**src/hdl/bpsh_pkg.sv**
```systemverilog
// ============================================================================
// bpsh_pkg: shared definitions for the binary pulse shaper
// Field widths, parameter defaults, item kinds and the lane control and
// status bundles used between the core and its pulse lanes.
// ============================================================================
package bpsh_pkg;

  // Parameter defaults.
  localparam int DEF_MAX_FRAME  = 1024;
  localparam int DEF_TAPS       = 25;
  localparam int DEF_OVERSAMPLE = 5;

  // Fixed field widths.
  localparam int KIND_W   = 2;
  localparam int INDEX_W  = 10;
  localparam int COEF_W   = 12;
  localparam int SAMPLE_W = 12;
  localparam int FL_W     = 11;
  // Symbol positions stay below the largest frame length plus two lane strides.
  localparam int SP_W     = 13;

  localparam logic [FL_W-1:0] FRAME_LEN_RESET = 11'd768;

  typedef enum logic [KIND_W-1:0] {
    KIND_COEF  = 2'd0,
    KIND_BIT   = 2'd1,
    KIND_START = 2'd2,
    KIND_TICK  = 2'd3
  } kind_t;

  // Broadcast from the core to every lane.
  typedef struct packed {
    logic                tick;
    logic                rewind;
    logic                coef_we;
    logic                bit_we;
    logic [INDEX_W-1:0]  index;
    logic                bit_value;
    logic [COEF_W-1:0]   coefficient;
    logic [FL_W-1:0]     frame_length;
  } lane_ctl_t;

  // Returned from each lane to the core.
  typedef struct packed {
    logic                past_end;
    logic [SAMPLE_W-1:0] term;
  } lane_stat_t;

endpackage

```
**src/hdl/bpsh_ram.sv**
```systemverilog
// ============================================================================
// bpsh_ram: generic single-port-write, single-port-read RAM
// One write and one registered read per cycle; a read at the write address in
// the same cycle returns the old contents.
// ============================================================================
module bpsh_ram #(
  parameter int WIDTH = 12,
  parameter int DEPTH = 50
) (
  input  logic                     clk,
  input  logic                     we,
  input  logic [$clog2(DEPTH)-1:0] waddr,
  input  logic [WIDTH-1:0]         wdata,
  input  logic                     re,
  input  logic [$clog2(DEPTH)-1:0] raddr,
  output logic [WIDTH-1:0]         rdata
);

  logic [WIDTH-1:0] mem [DEPTH];

  always_ff @(posedge clk) begin
    if (we) begin
      mem[waddr] <= wdata;
    end
    if (re) begin
      rdata <= mem[raddr];
    end
  end

endmodule

```
**src/hdl/bpsh_lane.sv**
```systemverilog
// ============================================================================
// bpsh_lane: one staggered pulse lane
// Holds the lane's tap phase and symbol position, its copies of the frame bit
// store and the coefficient table, and the prefetched bit of its next symbol.
// ============================================================================
module bpsh_lane #(
  parameter int MAX_FRAME  = bpsh_pkg::DEF_MAX_FRAME,
  parameter int TAPS       = bpsh_pkg::DEF_TAPS,
  parameter int OVERSAMPLE = bpsh_pkg::DEF_OVERSAMPLE,
  parameter int LANE       = 0
) (
  input  logic                   clk,
  input  logic                   rst,
  input  bpsh_pkg::lane_ctl_t    ctl,
  output bpsh_pkg::lane_stat_t   stat
);

  localparam int LANES = (TAPS + OVERSAMPLE - 1) / OVERSAMPLE;
  localparam int FAW   = $clog2(MAX_FRAME);
  localparam int CDEP  = 2 * TAPS;
  localparam int CAW   = $clog2(CDEP);
  localparam int PHW   = $clog2(TAPS) + 2;
  localparam int SPW   = bpsh_pkg::SP_W;

  localparam logic signed [PHW-1:0] PH_START = PHW'(-(LANE * OVERSAMPLE));
  localparam logic signed [PHW-1:0] PH_LAST  = PHW'(TAPS - 1);
  localparam logic signed [PHW-1:0] PH_ZERO  = '0;
  localparam logic signed [PHW-1:0] PH_ONE   = PHW'(1);
  localparam logic [SPW-1:0] SP_START = SPW'(LANE);
  localparam logic [SPW-1:0] SP_STEP  = SPW'(LANES);
  localparam logic [SPW-1:0] SP_MAXF  = SPW'(MAX_FRAME);
  localparam logic [CAW-1:0] ROW_OFS  = CAW'(TAPS);
  localparam logic           HOME_IN  = (LANE < MAX_FRAME);

  logic signed [PHW-1:0] ph;
  logic [SPW-1:0]        sp;
  logic                  cur_bit;
  logic                  home_bit;
  logic                  active;
  logic                  lw_valid;
  logic [bpsh_pkg::INDEX_W-1:0] lw_addr;
  logic                  lw_bit;

  logic [SPW-1:0]        pf_sp;
  logic                  pf_oob;
  logic                  fr_rdata;
  logic                  nxt_bit;
  logic                  wrap;
  logic signed [PHW-1:0] ph_adv;
  logic [SPW-1:0]        sp_adv;
  logic                  bit_adv;
  logic signed [PHW-1:0] ph_next;
  logic [SPW-1:0]        sp_next;
  logic                  bit_next;
  logic                  active_next;
  logic [SPW-1:0]        fl_ext;
  logic [CAW-1:0]        c_raddr;
  logic [CAW-1:0]        c_waddr;
  logic [bpsh_pkg::COEF_W-1:0] c_rdata;

  assign fl_ext = SPW'(ctl.frame_length);

  // The frame bit of the lane's next symbol is read ahead every cycle. A
  // write in the previous cycle is not yet in the read data and is forwarded.
  assign pf_sp  = sp + SP_STEP;
  assign pf_oob = (pf_sp >= SP_MAXF);
  assign nxt_bit = pf_oob ? 1'b0
                 : ((lw_valid && (SPW'(lw_addr) == pf_sp)) ? lw_bit : fr_rdata);

  bpsh_ram #(
    .WIDTH(1),
    .DEPTH(MAX_FRAME)
  ) u_frame_ram (
    .clk   (clk),
    .we    (ctl.bit_we),
    .waddr (FAW'(ctl.index)),
    .wdata (ctl.bit_value),
    .re    (1'b1),
    .raddr (pf_sp[FAW-1:0]),
    .rdata (fr_rdata)
  );

  always_comb begin
    wrap    = (ph == PH_LAST);
    ph_adv  = wrap ? PH_ZERO : (ph + PH_ONE);
    sp_adv  = wrap ? pf_sp : sp;
    bit_adv = wrap ? nxt_bit : cur_bit;
    if (ctl.rewind) begin
      ph_next  = PH_START;
      sp_next  = SP_START;
      bit_next = HOME_IN ? home_bit : 1'b0;
    end else begin
      ph_next  = ph_adv;
      sp_next  = sp_adv;
      bit_next = bit_adv;
    end
    active_next = (ph_next >= PH_ZERO) && (ph_next <= PH_LAST) && (sp_next < fl_ext);
  end

  assign c_raddr = active_next
                 ? (CAW'(unsigned'(ph_next)) + (bit_next ? ROW_OFS : '0)) : '0;
  assign c_waddr = CAW'(ctl.index) + (ctl.bit_value ? ROW_OFS : '0);

  bpsh_ram #(
    .WIDTH(bpsh_pkg::COEF_W),
    .DEPTH(CDEP)
  ) u_coef_ram (
    .clk   (clk),
    .we    (ctl.coef_we),
    .waddr (c_waddr),
    .wdata (ctl.coefficient),
    .re    (ctl.tick),
    .raddr (c_raddr),
    .rdata (c_rdata)
  );

  always_ff @(posedge clk) begin
    if (rst) begin
      ph       <= PH_START;
      sp       <= SP_START;
      active   <= 1'b0;
      lw_valid <= 1'b0;
    end else begin
      lw_valid <= ctl.bit_we;
      if (ctl.tick) begin
        ph     <= ph_next;
        sp     <= sp_next;
        active <= active_next;
      end
    end
  end

  always_ff @(posedge clk) begin
    lw_addr <= ctl.index;
    lw_bit  <= ctl.bit_value;
    if (ctl.tick) begin
      cur_bit <= bit_next;
    end else if (ctl.bit_we && (SPW'(ctl.index) == sp)) begin
      cur_bit <= ctl.bit_value;
    end
    if (ctl.bit_we && (SPW'(ctl.index) == SP_START)) begin
      home_bit <= ctl.bit_value;
    end
  end

  assign stat.past_end = (sp_adv >= fl_ext);
  assign stat.term     = active ? c_rdata : '0;

endmodule

```
**config.mk**
```make
export PLATFORM = sky130hd
export DESIGN_NAME = bpsh_lane
export DESIGN_NICKNAME = d
export VERILOG_FILES = /design/src/hdl/bpsh_pkg.sv /design/src/hdl/bpsh_ram.sv /design/src/hdl/bpsh_lane.sv
export SDC_FILE = /design/constraint.sdc
export NUM_CORES = 2
export LEC_CHECK = 0
export ABC_CLOCK_PERIOD_IN_PS = 6650
export BUFFER_PORTS_ARGS = -buffer_cell sky130_fd_sc_hd__clkbuf_2
export CAP_MARGIN = 20
export CELL_PAD_IN_SITES_DETAIL_PLACEMENT = 0
export CELL_PAD_IN_SITES_GLOBAL_PLACEMENT = 2
export CORE_MARGIN = 2
export CORE_UTILIZATION = 49
export CTS_BUF_LIST = sky130_fd_sc_hd__clkbuf_4 sky130_fd_sc_hd__clkbuf_8
export CTS_CLUSTER_DIAMETER = 100
export DETAILED_ROUTE_END_ITERATION = 16
export PLACE_DENSITY_LB_ADDON = 0.2
export RECOVER_POWER = 25
export SLEW_MARGIN = 20
export SYNTH_ARGS = -nofsm -noshare
export SYNTH_HDL_FRONTEND = slang
export SYNTH_SLANG_ARGS = --single-unit
```
**constraint.sdc**
```tcl
create_clock -name clk -period 6.65 [get_ports clk]
set_input_delay 1.6625 -clock clk [delete_from_list [all_inputs] [get_ports clk]]
set_output_delay 1.6625 -clock clk [all_outputs]
set_load 0.03 [all_outputs]
```
# Word-level counts from Yosys, hierarchy flattened

Memories as Yosys holds them, arrays and structs flattened. A register that Yosys moved wholly into a read port is not among the register bits.
Index checks and enable logic that the tools add are counted.

Flip-flop bits (word level): 35
Memory bits (writable): 1,624
Memories kept: 2

Memory list:

| name            | words | width | rd ports | clocked after Yosys merged registers in | write ports | RTL line       | RTL |
|---|---|---|---|---|---|---|---|
| u_frame_ram.mem | 1,024 | 1     | 1        | 1                                       | 1           | bpsh_ram.sv:19 | `logic [WIDTH-1:0] mem [DEPTH];` |
| u_coef_ram.mem  | 50    | 12    | 1        | 1                                       | 1           | bpsh_ram.sv:19 |  |

Add/subtract/negate cells: 4
Magnitude comparators: 5
Eq/ne operators: 3
Mux-type cells: 18
Reductions and logical operators: 7

Operators with widths:

| cell                                                                                   | number |
|---|---|
| 10-bit by 13-bit equality test with 1-bit output                                       | 2 |
| 13-bit two-way mux                                                                     | 2 |
| 7-bit two-way mux                                                                      | 2 |
| 13-bit by 3-bit adder with 13-bit output (second input constant)                       | 1 |
| 13-bit by 11-bit greater-or-equal comparator with 1-bit output                         | 1 |
| 13-bit by 11-bit greater-or-equal comparator with 1-bit output (second input constant) | 1 |
| 13-bit by 11-bit < comparator with 1-bit output                                        | 1 |
| 6-bit by 5-bit adder with 6-bit output                                                 | 2 |
| 12-bit two-way mux                                                                     | 1 |
| 10-bit zero test                                                                       | 1 |
| 1-bit two-way mux                                                                      | 10 |
| 5-bit two-way mux                                                                      | 2 |
| 7-bit by 2-bit adder with 7-bit output (second input constant)                         | 1 |
| 7-bit by 6-bit equality test with 1-bit output (second input constant)                 | 1 |
| 7-bit by 1-bit greater-or-equal comparator with 1-bit output (second input constant)   | 1 |
| 7-bit by 6-bit less-or-equal comparator with 1-bit output (second input constant)      | 1 |
| 6-bit two-way mux                                                                      | 1 |
| 1-bit logical AND                                                                      | 5 |
| 2-bit nonzero test                                                                     | 1 |

# Logic depth before layout (Yosys ltp)

Word-level depth: 10
Gate-level depth with buffers: 26
Gate-level depth less buffers: 19

# Hierarchy

From an unflattened synthesis, not the netlist that was laid out.

Cells, all modules: 4,767
Area, all modules: 71,801.4 um^2

By module, submodules not included:

| module                  | times used | cells an instance | area an instance (um^2) | sequential area each (um^2) |
|---|---|---|---|---|
| bpsh_ram at u_frame_ram | 1          | 3,112             | 44,666.6                | 30,779.5 |
| bpsh_ram at u_coef_ram  | 1          | 1,275             | 24,019.3                | 18,377.6 |
| bpsh_lane               | 1          | 380               | 3,115.5                 | 720.7 |

# Least setup slack after synthesis

OpenSTA, ideal clock, no wires.

Path kind: register to register
Start: register sp[1]
End: register u_coef_ram.rdata[11], read port of u_coef_ram.mem (data pin)
Setup time: 261 ps
Data arrival time: 5,699 ps
Data required time: 6,389 ps
Setup slack: 690 ps
Stages on the path, launching flop included: 25
Path through: dfxtp_1 ha_1 clkbuf_1 clkbuf_1 buf_1 clkbuf_1 xnor2_1 nand3_1 nor3_1 nand4_1 nor4_1 mux2i_1 o311ai_0 o21a_1 ha_1 ha_1 clkbuf_1 inv_2 nor3_1 nand3_1 or3_1 buf_4 nor2_1 a2111oi_0 a221o_1

Longest elaborated chain between the ends: 10

RTL lines:

| element                                                                          | RTL line         | RTL |
|---|---|---|
| start, declared                                                                  | bpsh_lane.sv:36  | `logic [SPW-1:0] sp;` |
| start signal, assigned                                                           | bpsh_lane.sv:127 | `sp <= sp_next;` |
| branches (longest 9 deep; another with 13-bit by 3-bit adder with 13-bit output) | -                |  |
| 6-bit two-way mux *                                                              | bpsh_lane.sv:101 | `? (CAW'(unsigned'(ph_next)) + (bit_next ? ROW_OFS : '0)) : '0;` |
| end, declared                                                                    | bpsh_ram.sv:16   | `output logic [WIDTH-1:0] rdata` |

Mark *: on every way between the ends.
A chain may end at the register's enable or synchronous reset.

==> impl_results.md <==
- Status: complete, but fails checks
- Failing checks: capacitance limit, slew limit
- R2r endpoint: u_coef_ram.rdata[4]
- Max_cap viols: 16
- Clock root buffer: clkbuf_8
- Worst reg2reg setup slack: 0.44 ns
- Delay-heaviest family, CP: compound AO/OA/AOI/OAI gates
- Crit. Startpoint: ph[0]
- Post-synth EDFFs: 1,638
- Crit Path Class: reg -> out
- Leak: 24.62 nW
- Setup Skew: between 0.04 and 0.05 ns
- H-Tree Level Count: 5
- Inserted Clock Buffers: 295
- PortBufs: 52
- Critical path required time: 4.99 ns
- Die W: 386.1 um
- Power Dens Cells: 273.5 mW/mm2
- Initial Utilization: 49.25%
- Yosys warning total: 0
- Initial antenna violation count: 4
- CP Max Fanout: 8
- R2R cell count: 18
- Final min period: between 6 and 7 ns
- Crit path to: stat[12]
- Most used DFF post-synth: edfxtp_1
- Data arrival time of the worst path: 4.58 ns
- CTS tree: built
- Worst vdd ir: 0.1922 mV
- # setup viols final: 0
- Relative slew margins: -218.9%
- Total Wirelength: 201.1 mm
- Worst Max-Slew Pin Slew: 4.783 ns
- RSZ-0062 raised after global routing: false
- Die ar.: between 0.1 and 0.15 mm2
- Vias/cell: 6.065
- Final Cycle Share: 93.93%
- GPL Wtd Cong: 0.9033
- IO Count: 53
- Site Rows: 140
- Distinct cells, synth: 88
- Most Frequent Cell on Critical Path: a21o_1
- Combinational fraction of design power: 5.1%
- Clk pwr share: 41.5%
- Layout area overhead: 11.89%
- Max Clk Rate: 160.1 MHz
- Total net switching power: 0.004896 W
- Syn Nets: 4,813
- CP Capture Type: primary output
- Worst-Skew Late Latency: 1.00 ns
- Core ar.: 0.1452 mm2
- Setup tns final: 0 ns
- Yosys reg bits: 1,672
- Max incr delay on CP: 0.50 ns
- Ys async rst share: 0%
- Filler instances: 11,945
- Routed len/inst: roughly 29 um
- Crit path depth: 16
- Post-Syn Area: 0.07152 mm2
- Most common cell after layout, fill and taps aside: edfxtp_1
- Sw Ratio: 22.37%
- Vias in the first global route: 42,334
- Clock Path Buffers: 4
- DRT antenna net count: 0
- Post-Syn Area per Cell: ~15 um2
- Critical-path cell list: inv_1 > ha_1 > or4b_4 > nor2_2 > xnor2_1 > ha_1 > nand2b_1 > a21o_1 > a21o_1 > a21o_1 > a21o_1 > a21o_1 > a21o_1 > a21oi_1 > o21ai_0 > clkbuf_2
- GR Util All Layers: 27.24%
- Die H: 386.1 um
- CTS Sinks: 1,672
- HPWL after DPL: between 100 and 150 mm
- Hold Crit Class: reg -> reg
- Worst Path Buf+Inv: 2
- Layout cells sized above 1: between 20% and 30%
- Final Hold Vio Count: 0
- Nets: 4,947
- Clock-pin slew on the worst setup and hold paths: 0.05 ns
- Total iterations of the first detailed-routing run: 5
- First-pass GRT wire length: 292.7 mm
- Sequential power share: a little over half
- Vias after detailed routing: about 42,000
- Starting DRT DRC Count: 4,287
- Most frequent cells in the layout: 1,638 x edfxtp_1, 1,178 x nor2_1, 343 x mux4_2
- CP max stage cell: or4b_4
- GRT overflow: 0
- Total Power: 0.02189 W
- Post-Syn Instances: 4,741
- RR Startpoint: ph[0]
- Internal power: 0.01699 W
- Pins Over Slew Limit: 897
- Largest net degree at the start of global routing: 255
- Startpoint Class: flip-flop
- Sequential share of the synthesized area: 69.72%
- Residual DRC count: 0
[state kept, by name (all words and copies together), names as in the netlist]
name,count
u_frame_ram.rdata,1
u_coef_ram.mem,600
lw_bit,1
lw_addr,10
sp,13
u_coef_ram.rdata,12
lw_valid,1
ph,7
cur_bit,1
active,1
u_frame_ram.mem,1024
home_bit,1
[worst min path at each step]
stage / startpoint / to / slack (ns) / cells after the start
finish: ph[6] / ph[6] / 0.55 / 2
global route: ph[6] / ph[6] / 0.60 / 2
CTS: ph[6] / ph[6] / 0.55 / 2
detailed placement: ph[6] / ph[6] / 0.54 / 2
global placement: ph[6] / ph[6] / 0.52 / 2
floorplan: active / active / 0.49 / 2
[layer usage]
layer / GRT usage [%] / up-vias / routed length [um]
li1: - / 18288 / -
met1: 36.39 / 22073 / 81040
met2: 45.65 / 1605 / 100300
met3: 4.092 / 430 / 12740
met4: 9.800 / 2 / 7032
met5: 0 / - / 8
[layout make-up]
cell class                      count  area, um2  area share (%)
Sequential cell                  1672      49870           62.32
Clock inverter                     73      406.6          0.5081
Clock buffer                      421       5087           6.357
Multi-Input combinational cell   2627      20340           25.42
Timing Repair Buffer              245       1787           2.233
Tap cell                         1917       2399           2.997
Antenna cell                        2      5.005        0.006254
Inverter                           34      127.6          0.1595
[kinds of logic after synthesis]
family                   share of synthesized area (%)
buffers and inverters                            2.453
flip-flops                                       69.72
AND/OR/NAND/NOR                                  9.899
multiplexers                                     12.41
XOR/XNOR                                        0.6980
adder cells (fa/ha/maj)                         0.5598
AO/OA/AOI/OAI                                    4.261
[worst register-to-register path, delay by kind of cell (launching register included)]
kind / cells / cell delay (ns)
DFF: 1 / 0.38
AOI/OAI and AO/OA: 3 / 1.19
and+or+nand+nor: 11 / 3.65
buffers and inverters: 1 / 0.09
xor gates and xnor gates: 1 / 0.25
adders and majority gates: 2 / 0.41
[power groups by stage]
stage / registers [W] / logic, W / clock network [W]
after global routing: 0.0117 / 0.00119 / 0.00967
after floorplan: 0.0119 / 0.000561 / 0
final: 0.0117 / 0.00113 / 0.00908
after global placement: 0.0119 / 0.00112 / 0
after detailed placement: 0.0119 / 0.00112 / 0
after CTS: 0.0117 / 0.00112 / 0.00925
[cell usage after synthesis (8+ instances only)]
master | n | area, um2
a31oi_1 | 13 | 81.33
mux2_2 | 14 | 157.7
nand2_1 | 194 | 728.2
nand4_1 | 33 | 206.5
buf_2 | 43 | 215.2
nor2_1 | 1192 | 4474
edfxtp_1 | 1638 | 49190
a211oi_1 | 21 | 157.7
and2_1 | 33 | 206.5
a21o_1 | 9 | 67.56
o311ai_0 | 18 | 157.7
dfxtp_1 | 34 | 680.7
a221o_1 | 28 | 280.3
a22oi_1 | 11 | 82.58
o21ai_0 | 19 | 95.09
a32oi_1 | 13 | 113.9
nor3_1 | 34 | 170.2
xor2_1 | 20 | 175.2
or2_2 | 19 | 118.9
o31ai_1 | 14 | 105.1
mux4_2 | 343 | 7725
nand3_1 | 91 | 455.4
xnor2_1 | 30 | 262.8
mux2i_1 | 98 | 980.9
nand2b_1 | 8 | 50.05
a21oi_1 | 66 | 330.3
inv_1 | 33 | 123.9
o2111ai_1 | 11 | 96.34
nor2b_1 | 20 | 125.1
clkbuf_1 | 277 | 1040
o211ai_1 | 28 | 210.2
buf_1 | 79 | 296.5
a211o_1 | 10 | 87.58
a41oi_1 | 9 | 78.83
o221ai_1 | 47 | 411.6
and3_1 | 13 | 81.33
ha_1 | 32 | 400.4
o22ai_1 | 16 | 100.1
[through the flow]
step | area, um2 | setup slack (ns) | hold slack, ns | std cells | util (%)
after global routing | 80030 | 0.1302 | 0.5987 | 6991 | 55.11
after global placement | 74470 | 0.09872 | 0.5209 | 6492 | 51.29
after floorplan | 71520 | 0.6898 | 0.4870 | 4741 | -
after CTS | 80000 | 0.1453 | 0.5459 | 6986 | 55.09
after detailed placement | 74510 | 0.1359 | 0.5380 | 6492 | 51.31
final | 80030 | 0.4039 | 0.5459 | 6991 | 55.11
[timing repair]
action / CTS / global route
resized for setup: 0 / 2
endpoints found under the setup margin: 0 / 9
buffers inserted: 0 / 0
hold buffers: 0 / 0
Power figures use the tool's default switching activity.
